===== src/rtl/dnat44_pkg.sv =====
// Package for the DNAT44 header rewrite block: item types, protocol numbers,
// L4 handling classes and the ones' complement fold helper.
// No dependencies.
package dnat44_pkg;

  localparam logic [7:0]  PROTO_ICMP = 8'd1;
  localparam logic [7:0]  PROTO_TCP  = 8'd6;
  localparam logic [7:0]  PROTO_UDP  = 8'd17;
  localparam logic [15:0] CK_ALL_ONES = 16'hffff;

  typedef struct packed {
    logic [7:0]  protocol;
    logic [15:0] ip_checksum;
    logic [31:0] cur_daddr;
    logic [15:0] l4_checksum;
    logic [15:0] port_or_ident;
    logic [31:0] nat_daddr;
    logic [15:0] orig_id;
  } hdr_t;

  typedef struct packed {
    logic [15:0] new_ip_checksum;
    logic [31:0] new_daddr;
    logic [15:0] new_l4_checksum;
    logic [15:0] new_port_or_ident;
  } rw_t;

  // How the L4 checksum and port/identifier are treated
  typedef enum logic [2:0] {
    L4_OTHER,
    L4_TCP,
    L4_UDP,
    L4_UDP_NOCK,
    L4_ICMP
  } l4_kind_t;

  // End-around carry fold of a sum of up to eight 16-bit words
  function automatic logic [15:0] ck_fold(input logic [18:0] s);
    logic [16:0] t;
    logic [16:0] r;
    t = {1'b0, s[15:0]} + {14'd0, s[18:16]};
    r = {1'b0, t[15:0]} + {16'd0, t[16]};
    return r[15:0];
  endfunction

endpackage


===== src/rtl/dnat44_header_rewrite_core.sv =====
// Throughput: one item per cycle while rw is not stalled; four register
// stages (sum, fold, port sum, final fold and select), each advancing
// whenever the next has room.
// Reset: synchronous, clears all stage valid bits; payload is not reset.
// Uses dnat44_pkg.
module dnat44_header_rewrite_core
  import dnat44_pkg::*;
(
  input  logic clk,
  input  logic rst,
  input  logic hdr_valid,
  output logic hdr_ready,
  input  hdr_t hdr,
  output logic rw_valid,
  input  logic rw_ready,
  output rw_t  rw
);

  typedef struct packed {
    l4_kind_t    kind;
    logic [18:0] s_ip;
    logic [18:0] s_l4;
    logic [18:0] s_id;
    logic [15:0] l4_checksum;
    logic [15:0] port_or_ident;
    logic [31:0] nat_daddr;
    logic [15:0] orig_id;
  } st1_t;

  typedef struct packed {
    l4_kind_t    kind;
    logic [15:0] nip;
    logic [15:0] f_l4;
    logic [15:0] icmp_ck;
    logic [15:0] l4_checksum;
    logic [15:0] port_or_ident;
    logic [31:0] nat_daddr;
    logic [15:0] orig_id;
  } st2_t;

  typedef struct packed {
    l4_kind_t    kind;
    logic [15:0] nip;
    logic [17:0] s_port;
    logic [15:0] icmp_ck;
    logic [15:0] l4_checksum;
    logic [15:0] port_or_ident;
    logic [31:0] nat_daddr;
    logic [15:0] orig_id;
  } st3_t;

  logic v1, v2, v3, v4;
  logic en1, en2, en3, en4;
  st1_t st1, st1_next;
  st2_t st2, st2_next;
  st3_t st3, st3_next;
  rw_t  st4, st4_next;

  // Each stage loads when empty or when its contents move on
  assign en4 = !v4 || rw_ready;
  assign en3 = !v3 || en4;
  assign en2 = !v2 || en3;
  assign en1 = !v1 || en2;
  assign hdr_ready = en1;
  assign rw_valid  = v4;
  assign rw        = st4;

  always_ff @(posedge clk) begin
    if (rst) begin
      v1 <= 1'b0;
      v2 <= 1'b0;
      v3 <= 1'b0;
      v4 <= 1'b0;
    end else begin
      if (en1) v1 <= hdr_valid;
      if (en2) v2 <= v1;
      if (en3) v3 <= v2;
      if (en4) v4 <= v3;
    end
  end

  always_ff @(posedge clk) begin
    if (en1) st1 <= st1_next;
    if (en2) st2 <= st2_next;
    if (en3) st3 <= st3_next;
    if (en4) st4 <= st4_next;
  end

  // Stage 1: classify and form the raw ones' complement sums
  always_comb begin
    logic [18:0] addr_sum;
    addr_sum = {3'd0, ~hdr.cur_daddr[31:16]} + {3'd0, ~hdr.cur_daddr[15:0]}
             + {3'd0, hdr.nat_daddr[31:16]} + {3'd0, hdr.nat_daddr[15:0]};
    st1_next = '0;
    case (hdr.protocol)
      PROTO_TCP:  st1_next.kind = L4_TCP;
      PROTO_UDP:  st1_next.kind = (hdr.l4_checksum == 16'd0) ? L4_UDP_NOCK : L4_UDP;
      PROTO_ICMP: st1_next.kind = L4_ICMP;
      default:    st1_next.kind = L4_OTHER;
    endcase
    st1_next.s_ip = addr_sum + {3'd0, ~hdr.ip_checksum};
    st1_next.s_l4 = addr_sum + {3'd0, ~hdr.l4_checksum};
    st1_next.s_id = {3'd0, ~hdr.l4_checksum} + {3'd0, ~hdr.port_or_ident}
                  + {3'd0, hdr.orig_id};
    st1_next.l4_checksum   = hdr.l4_checksum;
    st1_next.port_or_ident = hdr.port_or_ident;
    st1_next.nat_daddr     = hdr.nat_daddr;
    st1_next.orig_id       = hdr.orig_id;
  end

  // Stage 2: fold; f_l4 is the complement of the address-adjusted checksum
  always_comb begin
    st2_next.kind          = st1.kind;
    st2_next.nip           = ~ck_fold(st1.s_ip);
    st2_next.f_l4          = ck_fold(st1.s_l4);
    st2_next.icmp_ck       = ~ck_fold(st1.s_id);
    st2_next.l4_checksum   = st1.l4_checksum;
    st2_next.port_or_ident = st1.port_or_ident;
    st2_next.nat_daddr     = st1.nat_daddr;
    st2_next.orig_id       = st1.orig_id;
  end

  // Stage 3: add the port change on top of the address adjustment
  always_comb begin
    st3_next.kind          = st2.kind;
    st3_next.nip           = st2.nip;
    st3_next.s_port        = {2'd0, st2.f_l4} + {2'd0, ~st2.port_or_ident}
                           + {2'd0, st2.orig_id};
    st3_next.icmp_ck       = st2.icmp_ck;
    st3_next.l4_checksum   = st2.l4_checksum;
    st3_next.port_or_ident = st2.port_or_ident;
    st3_next.nat_daddr     = st2.nat_daddr;
    st3_next.orig_id       = st2.orig_id;
  end

  // Stage 4: final fold and per-protocol select
  always_comb begin
    logic [15:0] tl4;
    tl4 = ~ck_fold({1'b0, st3.s_port});
    st4_next.new_ip_checksum   = st3.nip;
    st4_next.new_daddr         = st3.nat_daddr;
    st4_next.new_l4_checksum   = st3.l4_checksum;
    st4_next.new_port_or_ident = st3.orig_id;
    case (st3.kind)
      L4_TCP:      st4_next.new_l4_checksum = tl4;
      // a zero UDP checksum means none in use, so map a computed zero
      L4_UDP:      st4_next.new_l4_checksum = (tl4 == 16'd0) ? CK_ALL_ONES : tl4;
      L4_UDP_NOCK: st4_next.new_l4_checksum = st3.l4_checksum;
      L4_ICMP:     st4_next.new_l4_checksum = st3.icmp_ck;
      default:     st4_next.new_port_or_ident = st3.port_or_ident;
    endcase
  end

endmodule


===== config.mk =====
export PLATFORM = sky130hd
export DESIGN_NAME = dnat44_header_rewrite_core
export DESIGN_NICKNAME = d
export VERILOG_FILES = /design/src/rtl/dnat44_pkg.sv /design/src/rtl/dnat44_header_rewrite_core.sv
export SDC_FILE = /design/constraint.sdc
export NUM_CORES = 1
export LEC_CHECK = 0
export ABC_AREA = 1
export ABC_CLOCK_PERIOD_IN_PS = 10600
export BUFFER_PORTS_ARGS = -buffer_cell sky130_fd_sc_hd__clkbuf_2
export CORE_MARGIN = 2
export CORE_UTILIZATION = 50
export DETAILED_ROUTE_END_ITERATION = 12
export PLACE_DENSITY_LB_ADDON = 0.12
export SYNTH_ARGS = -nofsm -noshare
export SYNTH_HDL_FRONTEND = slang
export SYNTH_SLANG_ARGS = --single-unit

===== constraint.sdc =====
create_clock -name clk -period 10.6 [get_ports clk]
set_input_delay 0.53 -clock clk [delete_from_list [all_inputs] [get_ports clk]]
set_output_delay 0.53 -clock clk [all_outputs]
set_load 0.05 [all_outputs]

==> impl_metrics.yaml <==
synth:
  synth_edf_count: 483
  synth_nets: 2310
  netlist_area_um2: 23800
  yosysMostFrequentCell: "edfxtp_1"
  synthTopCellsByArea: "edfxtp_1, fa_1, inv_1"
  synthDominantCellAreaShare_pct: 60.9
  async_flop_share_pct: 0
  synthFlopType: "edfxtp_1"
  yosysSeqAreaShare_pct: 61.2
  ys_types: 45
  ys_seq_elements: 487
  yosys.area.top_type: "edfxtp_1"
  synth.avg_cell_area_um2: 11.9
  postSynthCellCount: 2001
  ys_warn_count: 0
  synth.cells.most_frequent: "edfxtp_1, inv_1, nand2_1"
clock_network:
  postCtsHoldBufs: 0
  cts_setup_buffers: 0
  cts_sinks: 487
  cts_tree: "yes"
  htreeDepth: 2
  clock_latency_ps: 600
  cts_resized: 0
  cts_made_buffers: 50
  path_clk_slew_ps: 60
  root_buffer: "clkbuf_16"
  clock_path_buffers: 3
placed_design:
  io_buffers: 221
  placed_cell_area_um2: 25700
  gp_congestion: 0.873
  post-dp-hpwl_mm: 40.8
cells_and_area:
  regArea_um2: 14600
  final_nets: 2585
  fill_cells: 3884
  final_core_util_pct: 58.6
  final_cell_area_um2: 27400
  drive_gt1_share_pct: 15.7
  area_growth_pct: 15.1
  multiInputGateArea_um2: 7890
global_route:
  antenna_found_initial: 5
  grt-ovfl-total: 0
  grt_max_degree: 73
  first_global_vias: 14700
  grt_pass1_wl_mm: 82.1
  track_usage_pct: 21.9
sta:
  slew_viol_final: 0
  tns_ps: 0
  worst_pin_slew_ps: 1050
  setup_viol: 0
  rsz0062_at_grt: "false"
  min_period_ps: 4620
  max_clock_freq_ghz: 0.216
  hold_ws_ps: 120
  finalHoldViolCount: 0
  fin_worst_skew_ps: 16.1
  post-route-period-util_pct: 43.6
  slew_headroom_pct: 30.0
detailed_routing:
  detail_route.iter0.violations: 1051
  post_drt_wl_per_cell_um: 18.3
  viasPerCell: 5.09
  drt_pass1_iterations: 5
  wl_met2_mm: 24.7
  met3_length_mm: 2.96
  top_layer: "met5"
  wl_met1_mm: 24.6
  drcViolationCount: 0
  via_count: 14900
  ant_nets: 0
  routed_wl_mm: 53.5
setup_path:
  crit_arrival_ps: 4960
  crit_required_ps: 10940
  critPathLaunch: "hdr[17]"
  cp-end-kind: "register"
  worstReg2RegStart: "st3[96]"
  crit_path_max_fanout: 4
  crit_type: "in2reg"
  start_kind: "input port"
min_path:
  min_path_type: "in2reg"
  hold_start: "hdr[10]"
floorplanning:
  die_w_um: 222
  die_h_um: 222
  initial_core_util_pct: 51.0
  io_pins: 222
  dieArea_um2: 49400
  core_um2: 46800
  core.rowCount: 79
pwr:
  irDropWorstVdd_uv: 136
  finalPower_w: 0.00741
  p_leak_nw: 12.1
  power_per_cell_area_nw_per_um2: 270
run:
  maxCapViolCount: 0
outcome:
  status: "complete, no violations"
[per-layer routing]
metal | track usage, % | vias up
met1 | 31.2 | 7096
met3 | 3.57 | 88
met4 | 6.36 | 4
met2 | 34.9 | 386
met5 | 0 | -
li1 | - | 7335
[kinds of logic after synthesis]
group           after synthesis  share of synthesized area (%)
compound gates              196                           4.71
xor+xnor                    128                           4.70
fa+ha+maj                   169                           11.1
buf+inv                     358                           5.71
flops                       487                           61.2
mux                          16                          0.756
simple gates                647                           11.8
[sequential cells by signal, summed over array words and instances, names as in the netlist]
name / cells
rw: 80
v1: 1
st1: 139
st2: 131
rw_valid: 1
v2: 1
st3: 133
v3: 1
[worst max-delay path: stages]
cell      delay, ps
clkbuf_2        100
fa_1            560
inv_1            70
fa_1            530
inv_1            60
ha_1            230
fa_1            400
a21oi_1         220
o21bai_1        150
nand2_1          90
nand2_1          80
nand2_1          70
a21oi_1          90
nand3_1          80
nand2_1          90
xor2_1          180
ha_1            380
nand2_1         120
o41ai_1         540
a31oi_1         210
xor2_1          180
[final cells by class]
class                           count  area share, %
Clock buffer                       58           4.67
Antenna cell                        2         0.0183
Multi-Input combinational cell   1156           28.8
Inverter                          352           4.84
Timing Repair Buffer              229           4.25
Clock inverter                     36           1.48
Tap cell                          607           2.77
Sequential cell                   487           53.2
[per-stage QoR]
stage / instances / setup WS [ps]
after floorplan: 2001 / 1610
after global placement: 2831 / 5370
after detailed placement: 2831 / 5340
after CTS: 2925 / 5970
after global routing: 2927 / 5710
final: 2927 / 5980
[where the power goes]
group / internal, W / switching [W]
registers: 0.00272 / 0.000233
clock network: 0.00107 / 0.000749
logic: 0.000903 / 0.00175
[final timing paths]
kind              endpoint  slack [ps]  cells past startpoint
setup / recovery  st1[115]        5980                     21
hold / removal     st1[10]         120                      1
setup reg to reg    rw[31]        6440                     20
hold reg to reg    st3[93]         420                      0
[cells in the final DEF (no fill, tap or decap), types with 3 or more instances in the layout]
cell type,n
a31oi_1,5
nor3_1,28
nand2_2,5
nor2_4,7
dfxtp_1,4
edfxtp_1,483
clkbuf_16,50
o31ai_1,3
nand2_1,316
fa_1,72
mux2_2,16
ha_1,97
nor2_2,3
clkbuf_1,8
inv_1,345
a211oi_1,4
a21oi_2,10
clkbuf_2,221
xor2_1,99
or2_2,4
o21ai_0,51
a21o_1,4
xnor2_1,29
bufinv_16,8
clkinv_1,9
clkinv_2,13
a21oi_1,94
nor4_1,12
inv_2,3
inv_6,4
nand3b_1,3
nand4_1,30
buf_4,8
o21bai_1,9
nand3_1,96
a21boi_0,5
nor2_1,138
No activity file was read; power rests on OpenSTA's default activity.
